### src/rtl/edt_pkg.sv
// ----------------------------------------------------------------------------
// edt_pkg - shared types and constants for the timestamp-to-DOS converter
// Holds the pipeline stage map, the reciprocal constants used for the
// constant divisions and the structs passed between the pipeline sections.
// ----------------------------------------------------------------------------
package edt_pkg;

  // Pipeline stage map. Stage 0 and the output stage live in the top level.
  localparam int unsigned NUM_STAGES   = 12;
  localparam int unsigned ST_UNIX      = 0;
  localparam int unsigned ST_SPLIT_LO  = 1;
  localparam int unsigned SPLIT_STAGES = 3;
  localparam int unsigned ST_CIV_LO    = 4;
  localparam int unsigned CIV_STAGES   = 7;
  localparam int unsigned ST_OUT       = 11;

  // Seconds between 1900-01-01 and 1970-01-01.
  localparam logic [31:0] EPOCH_GAP = 32'd2208988800;
  localparam logic signed [16:0] SECS_PER_HOUR_S = 17'sd3600;

  // Reciprocals: floor(x / d) == (x * ceil(2^k / d)) >> k for x < 2^n when
  // k = n + ceil(log2(d)).
  localparam int unsigned DAY_SHIFT = 36;   // 86400 = 128 * 675, x < 2^26
  localparam logic [26:0] DAY_RECIP = 27'(((64'd1 << 36) + 64'd674) / 64'd675);
  localparam int unsigned Q1460_SHIFT = 29; // x < 2^18
  localparam logic [18:0] Q1460_RECIP = 19'(((64'd1 << 29) + 64'd1459) / 64'd1460);
  localparam int unsigned Q365_SHIFT = 27;  // x < 2^18
  localparam logic [18:0] Q365_RECIP = 19'(((64'd1 << 27) + 64'd364) / 64'd365);
  localparam int unsigned Q153_SHIFT = 19;  // x < 2^11
  localparam logic [11:0] Q153_RECIP = 12'(((64'd1 << 19) + 64'd152) / 64'd153);
  localparam int unsigned Q3600_SHIFT = 29; // x < 2^17
  localparam logic [17:0] Q3600_RECIP = 18'(((64'd1 << 29) + 64'd3599) / 64'd3600);
  localparam int unsigned Q60_SHIFT = 18;   // x < 2^12
  localparam logic [12:0] Q60_RECIP = 13'(((64'd1 << 18) + 64'd59) / 64'd60);

  // Civil calendar constants (days counted from 1970-01-01).
  localparam logic [15:0] ERA5_FIRST_DAY = 16'd11017;   // 2000-03-01
  localparam logic [17:0] ERA4_DOE_BIAS  = 18'd135080;
  localparam logic [17:0] DAYS_PER_CENT  = 18'd36524;
  localparam logic [17:0] LAST_ERA_DAY   = 18'd146096;
  localparam logic [11:0] DOS_FIRST_YEAR = 12'd1980;
  localparam logic [11:0] DOS_LAST_YEAR  = 12'd2107;

  typedef struct packed {
    logic        neg;
    logic [15:0] days;
    logic [16:0] sod;
  } split_t;

  typedef struct packed {
    logic       oor;
    logic [6:0] year_off;
    logic [3:0] month;
    logic [4:0] day;
  } date_t;

  // Day of a March-based year on which month index mp begins.
  function automatic logic [8:0] month_start(input logic [3:0] mp);
    logic [8:0] res;
    case (mp)
      4'd0:    res = 9'd0;
      4'd1:    res = 9'd31;
      4'd2:    res = 9'd61;
      4'd3:    res = 9'd92;
      4'd4:    res = 9'd122;
      4'd5:    res = 9'd153;
      4'd6:    res = 9'd184;
      4'd7:    res = 9'd214;
      4'd8:    res = 9'd245;
      4'd9:    res = 9'd275;
      4'd10:   res = 9'd306;
      4'd11:   res = 9'd337;
      default: res = 9'd0;
    endcase
    return res;
  endfunction

endpackage

### src/rtl/edt_split.sv
// ----------------------------------------------------------------------------
// edt_split - offset adjust and day / second-of-day split
// Adds the hour offset and divides the adjusted time by 86400 over three
// stages using a reciprocal multiply.
// ----------------------------------------------------------------------------
module edt_split (
  input  logic                                 clk_i,
  input  logic [edt_pkg::SPLIT_STAGES-1:0]     en_i,
  input  logic [31:0]                          unix_i,
  input  logic signed [16:0]                   offs_i,
  output edt_pkg::split_t                      split_o
);

  logic signed [33:0] adj;
  logic [32:0]        t1_q;
  logic               neg1_q;
  logic [52:0]        prod;
  logic [32:0]        t2_q;
  logic [15:0]        q2_q;
  logic               neg2_q;
  logic [25:0]        rem;
  edt_pkg::split_t    split_q;

  assign adj  = $signed({2'b00, unix_i}) + 34'(offs_i);
  assign prod = 53'(t1_q[32:7]) * 53'(edt_pkg::DAY_RECIP);
  assign rem  = t2_q[32:7] - 26'(q2_q) * 26'd675;

  always_ff @(posedge clk_i) begin
    if (en_i[0]) begin
      t1_q   <= adj[32:0];
      neg1_q <= adj[33];
    end
    if (en_i[1]) begin
      t2_q   <= t1_q;
      q2_q   <= prod[edt_pkg::DAY_SHIFT +: 16];
      neg2_q <= neg1_q;
    end
    if (en_i[2]) begin
      split_q.neg  <= neg2_q;
      split_q.days <= q2_q;
      split_q.sod  <= {rem[9:0], t2_q[6:0]};
    end
  end

  assign split_o = split_q;

endmodule

### src/rtl/edt_tod.sv
// ----------------------------------------------------------------------------
// edt_tod - time of day to DOS time word
// Splits the second of the day into hours, minutes and seconds and packs
// the DOS time word, then delays it to line up with the date section.
// ----------------------------------------------------------------------------
module edt_tod (
  input  logic                               clk_i,
  input  logic [edt_pkg::CIV_STAGES-1:0]     en_i,
  input  logic [16:0]                        sod_i,
  output logic [15:0]                        time_word_o
);

  logic [34:0] prod_h;
  logic [16:0] sod4_q;
  logic [4:0]  hh4_q;
  logic [11:0] rem5_q;
  logic [4:0]  hh5_q;
  logic [24:0] prod_m;
  logic [11:0] rem6_q;
  logic [5:0]  mm6_q;
  logic [4:0]  hh6_q;
  logic [5:0]  ss;
  logic [15:0] word7_q;
  logic [15:0] word8_q;
  logic [15:0] word9_q;
  logic [15:0] word10_q;

  assign prod_h = 35'(sod_i) * 35'(edt_pkg::Q3600_RECIP);
  assign prod_m = 25'(rem5_q) * 25'(edt_pkg::Q60_RECIP);
  assign ss     = 6'(rem6_q - 12'(mm6_q) * 12'd60);

  always_ff @(posedge clk_i) begin
    if (en_i[0]) begin
      sod4_q <= sod_i;
      hh4_q  <= prod_h[edt_pkg::Q3600_SHIFT +: 5];
    end
    if (en_i[1]) begin
      rem5_q <= 12'(sod4_q - 17'(hh4_q) * 17'd3600);
      hh5_q  <= hh4_q;
    end
    if (en_i[2]) begin
      rem6_q <= rem5_q;
      mm6_q  <= prod_m[edt_pkg::Q60_SHIFT +: 6];
      hh6_q  <= hh5_q;
    end
    if (en_i[3]) begin
      word7_q <= {hh6_q, mm6_q, ss[5:1]};
    end
    if (en_i[4]) begin
      word8_q <= word7_q;
    end
    if (en_i[5]) begin
      word9_q <= word8_q;
    end
    if (en_i[6]) begin
      word10_q <= word9_q;
    end
  end

  assign time_word_o = word10_q;

endmodule

### src/rtl/edt_civil.sv
// ----------------------------------------------------------------------------
// edt_civil - day count to Gregorian date
// Converts days since 1970 into year, month and day with the era / year of
// era method, at most one constant division per stage, and checks the DOS range.
// ----------------------------------------------------------------------------
module edt_civil (
  input  logic                               clk_i,
  input  logic [edt_pkg::CIV_STAGES-1:0]     en_i,
  input  logic [15:0]                        days_i,
  input  logic                               neg_i,
  output edt_pkg::date_t                     date_o
);

  logic [17:0]    doe4_d;
  logic [17:0]    doe4_q;
  logic           era4_q, neg4_q;
  logic [36:0]    prod_a;
  logic [17:0]    doe5_q;
  logic [6:0]     a5_q;
  logic [2:0]     b5_d, b5_q;
  logic           c5_q, era5_q, neg5_q;
  logic [17:0]    n6_q, doe6_q;
  logic           era6_q, neg6_q;
  logic [36:0]    prod_y;
  logic [8:0]     yoe7_q;
  logic [17:0]    doe7_q;
  logic           era7_q, neg7_q;
  logic [1:0]     c100;
  logic [17:0]    base;
  logic [8:0]     doy8_q, yoe8_q;
  logic           era8_q, neg8_q;
  logic [10:0]    mval;
  logic [22:0]    prod_m;
  logic [3:0]     mp9_q;
  logic [8:0]     doy9_q, yoe9_q;
  logic           era9_q, neg9_q;
  logic [11:0]    year;
  edt_pkg::date_t date_d, date_q;

  // Days before 2000-03-01 belong to the era starting 1600-03-01.
  assign doe4_d = (days_i < edt_pkg::ERA5_FIRST_DAY) ?
                  18'(days_i) + edt_pkg::ERA4_DOE_BIAS :
                  18'(days_i) - 18'(edt_pkg::ERA5_FIRST_DAY);

  assign prod_a = 37'(doe4_q) * 37'(edt_pkg::Q1460_RECIP);

  always_comb begin
    if (doe4_q >= edt_pkg::LAST_ERA_DAY) begin
      b5_d = 3'd4;
    end else if (doe4_q >= 18'(3 * edt_pkg::DAYS_PER_CENT)) begin
      b5_d = 3'd3;
    end else if (doe4_q >= 18'(2 * edt_pkg::DAYS_PER_CENT)) begin
      b5_d = 3'd2;
    end else if (doe4_q >= edt_pkg::DAYS_PER_CENT) begin
      b5_d = 3'd1;
    end else begin
      b5_d = 3'd0;
    end
  end

  assign prod_y = 37'(n6_q) * 37'(edt_pkg::Q365_RECIP);

  always_comb begin
    if (yoe7_q >= 9'd300) begin
      c100 = 2'd3;
    end else if (yoe7_q >= 9'd200) begin
      c100 = 2'd2;
    end else if (yoe7_q >= 9'd100) begin
      c100 = 2'd1;
    end else begin
      c100 = 2'd0;
    end
  end

  assign base   = 18'(yoe7_q) * 18'd365 + 18'(yoe7_q[8:2]) - 18'(c100);
  assign mval   = 11'(doy8_q) * 11'd5 + 11'd2;
  assign prod_m = 23'(mval) * 23'(edt_pkg::Q153_RECIP);

  // Months ten and eleven of a March-based year are January and February
  // of the following calendar year.
  always_comb begin
    year = 12'(yoe9_q) + (era9_q ? 12'd2000 : 12'd1600) + 12'(mp9_q >= 4'd10);
    date_d.day      = 5'(doy9_q - edt_pkg::month_start(mp9_q) + 9'd1);
    date_d.month    = (mp9_q < 4'd10) ? mp9_q + 4'd3 : mp9_q - 4'd9;
    date_d.year_off = 7'(year - edt_pkg::DOS_FIRST_YEAR);
    date_d.oor      = neg9_q || (year < edt_pkg::DOS_FIRST_YEAR) ||
                      (year > edt_pkg::DOS_LAST_YEAR);
  end

  always_ff @(posedge clk_i) begin
    if (en_i[0]) begin
      doe4_q <= doe4_d;
      era4_q <= (days_i >= edt_pkg::ERA5_FIRST_DAY);
      neg4_q <= neg_i;
    end
    if (en_i[1]) begin
      doe5_q <= doe4_q;
      a5_q   <= prod_a[edt_pkg::Q1460_SHIFT +: 7];
      b5_q   <= b5_d;
      c5_q   <= (doe4_q == edt_pkg::LAST_ERA_DAY);
      era5_q <= era4_q;
      neg5_q <= neg4_q;
    end
    if (en_i[2]) begin
      n6_q   <= doe5_q - 18'(a5_q) + 18'(b5_q) - 18'(c5_q);
      doe6_q <= doe5_q;
      era6_q <= era5_q;
      neg6_q <= neg5_q;
    end
    if (en_i[3]) begin
      yoe7_q <= prod_y[edt_pkg::Q365_SHIFT +: 9];
      doe7_q <= doe6_q;
      era7_q <= era6_q;
      neg7_q <= neg6_q;
    end
    if (en_i[4]) begin
      doy8_q <= 9'(doe7_q - base);
      yoe8_q <= yoe7_q;
      era8_q <= era7_q;
      neg8_q <= neg7_q;
    end
    if (en_i[5]) begin
      mp9_q  <= prod_m[edt_pkg::Q153_SHIFT +: 4];
      doy9_q <= doy8_q;
      yoe9_q <= yoe8_q;
      era9_q <= era8_q;
      neg9_q <= neg8_q;
    end
    if (en_i[6]) begin
      date_q <= date_d;
    end
  end

  assign date_o = date_q;

endmodule

### src/rtl/epoch1900_to_packed_dos_datetime.sv
// ----------------------------------------------------------------------------
// epoch1900_to_packed_dos_datetime - time-protocol timestamp to DOS words
// Throughput: one transaction per cycle; stalls hold only the stages that are full.
// Reset clears all stage valid bits and sets the hour offset to zero.
// ----------------------------------------------------------------------------
// The converter is a twelve stage pipeline. Stage 0 removes the 1900-to-1970
// epoch gap. The split section adds the configured offset and divides by the
// length of a day, the civil section turns the day count into a Gregorian
// date while the time-of-day section builds the DOS time word in parallel,
// and the output stage packs both words, forcing them to zero whenever the
// date falls outside 1980 to 2107 or the offset pushes the time before 1970.
//
// Every stage has a valid bit. A stage may load when it is empty or when the
// stage after it loads in the same cycle, so bubbles are squeezed out and new
// transactions keep entering while a finished result waits at the output.
module epoch1900_to_packed_dos_datetime (
  input  logic        clk_i,
  input  logic        rst_ni,
  input  logic        cfg_wen_i,
  input  logic [4:0]  cfg_wdata_i,      // hour_offset, signed
  input  logic        s_axis_tvalid_i,
  output logic        s_axis_tready_o,
  input  logic [31:0] s_axis_tdata_i,   // [31:0] raw_time
  output logic        m_axis_tvalid_o,
  input  logic        m_axis_tready_i,
  output logic [31:0] m_axis_tdata_o,   // [15:0] dos_time, [31:16] dos_date
  output logic        m_axis_tuser_o    // [0] out_of_range
);

  localparam int unsigned NS = edt_pkg::NUM_STAGES;

  logic [NS-1:0]      vld_q;
  logic [NS-1:0]      en;
  logic signed [16:0] offs_d, offs_q;
  logic [31:0]        unix_q;
  edt_pkg::split_t    split;
  edt_pkg::date_t     date;
  logic [15:0]        time_word;
  logic [15:0]        dos_time_q, dos_date_q;
  logic               oor_q;

  // A stage loads when it, or any stage downstream of it, is empty, or when
  // the output transaction completes.
  always_comb begin
    for (int k = 0; k < NS; k++) begin
      en[k] = m_axis_tready_i || !(&(vld_q | NS'((64'd1 << k) - 64'd1)));
    end
  end

  always_ff @(posedge clk_i or negedge rst_ni) begin
    if (!rst_ni) begin
      vld_q <= '0;
    end else begin
      if (en[edt_pkg::ST_UNIX]) begin
        vld_q[edt_pkg::ST_UNIX] <= s_axis_tvalid_i;
      end
      for (int k = 1; k < NS; k++) begin
        if (en[k]) begin
          vld_q[k] <= vld_q[k-1];
        end
      end
    end
  end

  // The offset is kept in seconds, so the pipeline only sees an addition.
  assign offs_d = 17'(signed'(cfg_wdata_i)) * edt_pkg::SECS_PER_HOUR_S;

  always_ff @(posedge clk_i or negedge rst_ni) begin
    if (!rst_ni) begin
      offs_q <= '0;
    end else if (cfg_wen_i) begin
      offs_q <= offs_d;
    end
  end

  // Stage 0: seconds since 1970, wrapping modulo 2^32 like the protocol.
  always_ff @(posedge clk_i) begin
    if (en[edt_pkg::ST_UNIX]) begin
      unix_q <= s_axis_tdata_i - edt_pkg::EPOCH_GAP;
    end
  end

  edt_split u_split (
    .clk_i   (clk_i),
    .en_i    (en[edt_pkg::ST_SPLIT_LO +: edt_pkg::SPLIT_STAGES]),
    .unix_i  (unix_q),
    .offs_i  (offs_q),
    .split_o (split)
  );

  edt_civil u_civil (
    .clk_i  (clk_i),
    .en_i   (en[edt_pkg::ST_CIV_LO +: edt_pkg::CIV_STAGES]),
    .days_i (split.days),
    .neg_i  (split.neg),
    .date_o (date)
  );

  edt_tod u_tod (
    .clk_i       (clk_i),
    .en_i        (en[edt_pkg::ST_CIV_LO +: edt_pkg::CIV_STAGES]),
    .sod_i       (split.sod),
    .time_word_o (time_word)
  );

  // Output stage: both words read as zero when the date cannot be encoded.
  always_ff @(posedge clk_i) begin
    if (en[edt_pkg::ST_OUT]) begin
      oor_q      <= date.oor;
      dos_time_q <= date.oor ? 16'd0 : time_word;
      dos_date_q <= date.oor ? 16'd0 : {date.year_off, date.month, date.day};
    end
  end

  assign s_axis_tready_o = en[edt_pkg::ST_UNIX];
  assign m_axis_tvalid_o = vld_q[edt_pkg::ST_OUT];
  assign m_axis_tdata_o  = {dos_date_q, dos_time_q};
  assign m_axis_tuser_o  = oor_q;

  // An out-of-range result carries all-zero words.
  assert property (@(posedge clk_i) disable iff (!rst_ni)
    (m_axis_tvalid_o && m_axis_tuser_o) |-> (m_axis_tdata_o == 32'd0))
    else $error("out-of-range result with nonzero words");

  // With nothing waiting at the output the pipeline can always take input.
  assert property (@(posedge clk_i) disable iff (!rst_ni)
    !m_axis_tvalid_o |-> s_axis_tready_o)
    else $error("input stalled while output stage is empty");

  // A valid in-range result holds a legal date and time of day.
  assert property (@(posedge clk_i) disable iff (!rst_ni)
    (m_axis_tvalid_o && !m_axis_tuser_o) |->
      (m_axis_tdata_o[24:21] >= 4'd1 && m_axis_tdata_o[24:21] <= 4'd12 &&
       m_axis_tdata_o[20:16] != 5'd0 && m_axis_tdata_o[15:11] <= 5'd23 &&
       m_axis_tdata_o[10:5] <= 6'd59 && m_axis_tdata_o[4:0] <= 5'd29))
    else $error("illegal date or time in result");

endmodule

### config.mk
export PLATFORM = sky130hd
export DESIGN_NAME = epoch1900_to_packed_dos_datetime
export DESIGN_NICKNAME = d
export VERILOG_FILES = /design/src/rtl/edt_pkg.sv /design/src/rtl/edt_split.sv /design/src/rtl/edt_tod.sv /design/src/rtl/edt_civil.sv /design/src/rtl/epoch1900_to_packed_dos_datetime.sv
export SDC_FILE = /design/constraint.sdc
export NUM_CORES = 2
export LEC_CHECK = 0
export BUFFER_PORTS_ARGS = -buffer_cell sky130_fd_sc_hd__buf_2
export CORE_ASPECT_RATIO = 1.5
export CORE_MARGIN = 2
export CORE_UTILIZATION = 36
export CTS_CLUSTER_DIAMETER = 100
export DETAILED_ROUTE_END_ITERATION = 16
export GPL_TIMING_DRIVEN = 0
export MAX_ROUTING_LAYER = met4
export PLACE_DENSITY_LB_ADDON = 0.1
export SYNTH_ARGS = -nofsm -noshare
export SYNTH_HDL_FRONTEND = slang
export SYNTH_SLANG_ARGS = --single-unit
### constraint.sdc
create_clock -name clk_i -period 6.9 [get_ports clk_i]
set_input_delay 0 -clock clk_i [delete_from_list [all_inputs] [get_ports clk_i]]
set_output_delay 0 -clock clk_i [all_outputs]
set_load 0.03 [all_outputs]
## Word-level counts from Yosys, hierarchy flattened

Memory sizes are Yosys's and may differ from the RTL's. A register that Yosys moved wholly into a read port is not among the register bits.
Index checks and enable logic that the tools add are counted.

| storage, ports and cells | value |
|---|---|
| register bits | 464 |
| bits in read-only memories | 144 |
| input port bits | 42 |
| output and inout bits | 35 |
| word-level logic and storage cells | 161 |
| memories kept | 1 |

Memories:

| name | depth | bits a word | read ports | clocked after memory_dff | wr ports | RTL line | text |
|---|---|---|---|---|---|---|---|
| (name not given) | 16 | 9 | 1 | 1 | 0 | edt_pkg.sv:60 | `case (mp)` |

| operators by class | value |
|---|---|
| add/subtract/negate cells | 21 |
| multiply operators | 12 |
| order comparisons | 13 |
| eq/ne operators | 1 |
| mux-type cells | 10 |
| reductions and logical operators | 37 |

Operator list:

| operator | number |
|---|---|
| $mul A18 B16 Y33 const B | 2 |
| $mul A26 B27 Y52 const B | 1 |
| $ge A18 B17 Y1 const B | 2 |
| $add A33 B17 Y34 | 1 |
| $mul A17 B18 Y34 const B | 1 |
| $sub A32 B32 Y32 const B | 1 |
| $mul A11 B12 Y23 const B | 1 |
| $mul A12 B12 Y23 const B | 1 |
| $add A16 B18 Y18 const B | 1 |
| $add A18 B3 Y18 | 1 |
| $eq A18 B18 Y1 const B | 1 |
| $ge A18 B16 Y1 const B | 1 |
| $ge A18 B18 Y1 const B | 1 |
| $mux W18 | 1 |
| $sub A18 B1 Y18 | 1 |
| $sub A18 B7 Y18 | 1 |
| $sub A16 B14 Y17 const B | 1 |
| $ge A16 B14 Y1 const B | 1 |
| $lt A16 B14 Y1 const B | 1 |
| $mul A16 B10 Y10 const B | 1 |
| $logic_or A1 B1 Y1 | 14 |
| $mul A5 B9 Y13 const B | 1 |
| $add A12 B1 Y12 | 1 |
| $add A9 B12 Y12 | 1 |
| 40 further kinds | 55 |

## Longest topological paths before layout

| depth | value |
|---|---|
| depth after elaboration | 6 |
| gate-level depth with buffers | 33 |

## By module

Synthesis repeated with hierarchy kept, for this count alone.

| unflattened totals | value |
|---|---|
| cell total of the unflattened synthesis | 4470 |
| area, all modules | 51261.7 um^2 |

By module, submodules not included:

| module | instances | cells each | area an instance (um^2) |
|---|---|---|---|
| edt_civil | 1 | 1898 | 21598.2 |
| edt_split | 1 | 1471 | 15693.8 |
| edt_tod | 1 | 788 | 9740.6 |
| epoch1900_to_packed_dos_datetime | 1 | 313 | 4229.1 |

## Worst setup path before layout

No wires, ideal clock.

| path | value |
|---|---|
| path kind | register to register |
| start | register u_civil.doy8_q[1] |
| end | register with a tool-made name |
| library setup time | 0.117 ns |
| data arrival time | 6.948 ns |
| required time | 6.783 ns |
| path slack | -0.165 ns |
| stages on the path, launching flop included | 32 |
| path buffers | 0 |
| path through | edfxtp_1 > ha_1 > ha_1 > o211a_1 > o21a_1 > o21a_1 > o21a_1 > o21ai_0 > nand2b_1 > a21oi_1 > o21bai_1 > xor2_1 > ha_1 > inv_1 > fa_1 > fa_1 > fa_1 > fa_1 > inv_1 > ha_1 > a21o_1 > a21o_1 > a21oi_1 > a211o_1 > nand3_1 > a21oi_1 > xnor2_1 > mux2i_1 > ha_1 > inv_1 > mux2i_1 > a22o_1 |

RTL lines:

| what | RTL line | text |
|---|---|---|
| start, declared | edt_civil.sv:30 | `logic [8:0] doy8_q, yoe8_q;` |
| start signal, assigned | edt_civil.sv:117 | `doy8_q <= 9'(doe7_q - base);` |

==> qor.json <==
{
  "result_of_the_run": {"value": "completed"},
  "cts-root-to-sink-buffers": {"value": 3},
  "final_layout_size_suffix_gt1_share": {"value": 7.80, "unit": "%"},
  "timing.final.hold_violations": {"value": 0},
  "final-setup-viol-count": {"value": 0},
  "cts-htree-levels": {"value": 2},
  "tritoncts": {"value": "yes"},
  "grt-ovfl-total": {"value": 0},
  "area_growth": {"value": 12.8, "unit": "%"},
  "final_core_utilization": {"value": 40.9, "unit": "%"},
  "critical_path.n_buffers_inverters": {"value": 3},
  "grt_setup_unrepaired": {"value": "true"},
  "buffer_type_at_the_clock_tree_root": {"value": "sky130_fd_sc_hd__clkbuf_16"},
  "cts_inserted_buffers": {"value": 55},
  "critical_path.max_fanout": {"value": 8},
  "post-synth-top-area-fraction": {"value": 27.8, "unit": "%"},
  "synth_sequential_area_ratio": {"value": 28.0, "unit": "%"},
  "drtPass1Iterations": {"value": 6},
  "dp_hpwl": {"value": 91.9, "unit": "mm"},
  "ys_flop_type": {"value": "sky130_fd_sc_hd__edfxtp_1"},
  "antenna_violating_nets_left": {"value": 0},
  "die_x": {"value": 307, "unit": "um"},
  "synth.distinct_cells": {"value": 78},
  "initial_core_util": {"value": 36.3, "unit": "%"},
  "critical_path.startpoint_type": {"value": "flip-flop"},
  "postSynth.asyncResetShare": {"value": 5.34, "unit": "%"},
  "core_area": {"value": 137000, "unit": "sq um"},
  "synth.top_cells.by_area": {"value": "sky130_fd_sc_hd__ha_1 (28%), sky130_fd_sc_hd__edfxtp_1 (27%), sky130_fd_sc_hd__fa_1 (22%)"},
  "antenna_found_initial": {"value": 0},
  "worstHoldPathType": {"value": "in2reg"},
  "synth-edff-count": {"value": 438},
  "largest_net_degree_at_the_start_of_global_routing": {"value": 43},
  "wire_length_of_the_first_global_routing_pass": {"value": 177, "unit": "mm"},
  "final_cycle_utilization_of_the_critical_path": {"value": 98.9, "unit": "%"},
  "nets_in_the_synthesized_netlist": {"value": 5908},
  "clk_transition_reported_paths": {"value": 0.06, "unit": "ns"},
  "finalWorstPathRequiredPeriod": {"value": 6.82, "unit": "ns"},
  "synthesis.area_per_instance": {"value": 11.8, "unit": "sq um"},
  "final-max-slew-violation-count": {"value": 0},
  "port_buffers": {"value": 75},
  "timing.critical_path.slowest_stage_cell": {"value": "sky130_fd_sc_hd__fa_1"},
  "clock-sinks": {"value": 468},
  "final_cell_area": {"value": 55900, "unit": "sq um"},
  "post_route_clock_skew": {"value": 0.0735, "unit": "ns"},
  "setup.worst_path.class": {"value": "reg2reg"},
  "synthDominantAreaCellType": {"value": "sky130_fd_sc_hd__ha_1"},
  "route.vias.total": {"value": 29586},
  "cp_slowest_stage_delay": {"value": 0.54, "unit": "ns"},
  "drt-total-wl": {"value": 110, "unit": "mm"},
  "detail_route.vias_per_cell": {"value": 4.69},
  "io-pin-count": {"value": 77},
  "antennaDiodeCount": {"value": 0},
  "cp-end-kind": {"value": "flip-flop"},
  "die_y": {"value": 459, "unit": "um"},
  "worst_ep_required_time": {"value": 7.45, "unit": "ns"},
  "num_rows": {"value": 166},
  "layout_common_cells": {"value": "sky130_fd_sc_hd__ha_1 (1089), sky130_fd_sc_hd__inv_1 (992), sky130_fd_sc_hd__fa_1 (553), sky130_fd_sc_hd__edfxtp_1 (438), sky130_fd_sc_hd__xnor2_1 (146)"},
  "cp_top_family": {"value": "adder cells"},
  "layout_commonest_cell": {"value": "sky130_fd_sc_hd__ha_1"},
  "grt_use_total": {"value": 16.7, "unit": "%"},
  "yosysWarningCount": {"value": 0},
  "worst_skew_pair.late_latency": {"value": 0.65, "unit": "ns"},
  "drc": {"value": 0},
  "mappedNetlistArea": {"value": 49600, "unit": "sq um"},
  "finalNetCount": {"value": 6192},
  "slew_headroom": {"value": 36.0, "unit": "%"},
  "timing.critical_path.arrival": {"value": 7.37, "unit": "ns"},
  "finalWeightedCongestion": {"value": 0.828},
  "first_global_vias": {"value": 32782},
  "placement.cell_area": {"value": 52300, "unit": "sq um"},
  "drtIter0Drc": {"value": 640},
  "timing_worst_slew_pin_value": {"value": 0.959, "unit": "ns"},
  "postSynthCellCount": {"value": 4209},
  "wl_per_cell": {"value": 17.4, "unit": "um"},
  "ys_ff_latch": {"value": 468},
  "maxClockFrequency": {"value": 0.147, "unit": "GHz"},
  "cap_violations": {"value": 0},
  "die-area": {"value": 141000, "unit": "sq um"}
}
[registers in the layout (all words and copies together) (netlist names), 12 cells and up, named ones only]
| name | cells |
|---|---|
| u_tod.word8_q | 16 |
| u_tod.time_word_o | 16 |
| u_tod.word7_q | 16 |
| u_tod.sod4_q | 12 |
| u_split.q2_q | 16 |
| vld_q | 12 |
| dos_time_q | 16 |
| u_civil.date_o | 17 |
| u_civil.doe5_q | 18 |
| u_split.t1_q | 33 |
| unix_q | 32 |
| u_civil.doe4_q | 18 |
| u_split.split_o | 34 |
| u_tod.rem5_q | 12 |
| u_civil.n6_q | 18 |
| u_tod.word9_q | 16 |
| dos_date_q | 16 |
| u_split.t2_q | 17 |
| offs_q | 13 |
[final cells by class]
class | count | area [sq um]
tap | 1764 | 2210
clock buffer | 66 | 1420
clock inverter | 38 | 413
timing repair buffer | 227 | 1870
buffer | 11 | 41.3
inverter | 1002 | 3760
sequential | 468 | 13900
multi-input combinational | 2728 | 32400
fill | 13265 | 80700
[cells by family after synthesis]
group | share of synthesized area (%)
DFF | 28.0
adders and majority gates | 50.2
muxes | 0.353
xor gates and xnor gates | 3.57
AOI/OAI and AO/OA | 5.75
buffers and inverters | 7.67
and+or+nand+nor | 4.47
[final timing paths]
kind                              startpoint           endpoint  slack [ns]  cells after the start
min reg2reg                u_tod.word7_q[13]  u_tod.word8_q[13]        0.40                      0
max in group asynchronous             rst_ni          offs_q[5]        6.25                      4
min in group asynchronous             rst_ni           vld_q[8]        0.46                      4
min                        s_axis_tdata_i[6]          unix_q[6]        0.07                      2
max reg2reg                u_civil.doy8_q[1]          flip-flop        0.08                     29
max                        u_civil.doy8_q[1]          flip-flop        0.08                     29
[timing repair]
action	in CTS	in global routing
pin swaps	32	34
endpoints found under the hold margin	67	0
resized for setup	36	36
hold buffers	66	0
setup buffers	50	28
endpoints found under the setup margin	25	16
[routing by layer]
| metal | vias up | global-route usage [%] | wire length [um] |
|---|---|---|---|
| met5 | - | - | 0 |
| met4 | 0 | 5.50 | 4170 |
| met3 | 130 | 1.28 | 1610 |
| met2 | 246 | 34.7 | 66000 |
| met1 | 14683 | 15.7 | 38000 |
| li1 | 14527 | - | - |
[synth_stat cells (all sizes together), types with 4 or more instances]
cell,number
nor2b,46
or3,13
a2111oi,6
and4,7
nand2b,25
a21o,67
nand4,18
o31ai,9
a21oi,106
nor3,42
a31oi,13
nor4,10
a31o,5
nand3,34
a311oi,7
nand2,90
and3,17
xor2,54
a211o,4
mux2,12
dfxtp,5
o21ai,85
mux2i,4
xnor2,148
or2,12
a41oi,4
dfrtp,25
a22o,4
a211oi,23
o21bai,21
edfxtp,438
inv,1001
clkbuf,11
and2,11
a21boi,10
fa,556
ha,1101
o21a,26
nor2,91
o211ai,8
[per-stage QoR]
stage | setup TNS [ns] | cells | setup slack [ns] | hold slack (ns)
CTS | -0.501 | 6274 | -0.154 | 0.00909
detailed placement | -11.38 | 6054 | -1.02 | 0.122
global placement | -11.53 | 6048 | -0.985 | 0.103
floorplan | 0 | 4209 | 0.00473 | -0.296
global route | -1.13 | 6304 | -0.245 | 0.0240
finish | 0 | 6304 | 0.0755 | 0.0671
Power is left out: the tool's default activity adds up to more than one toggle a clock period on the data nets, which glitch-free logic cannot reach.
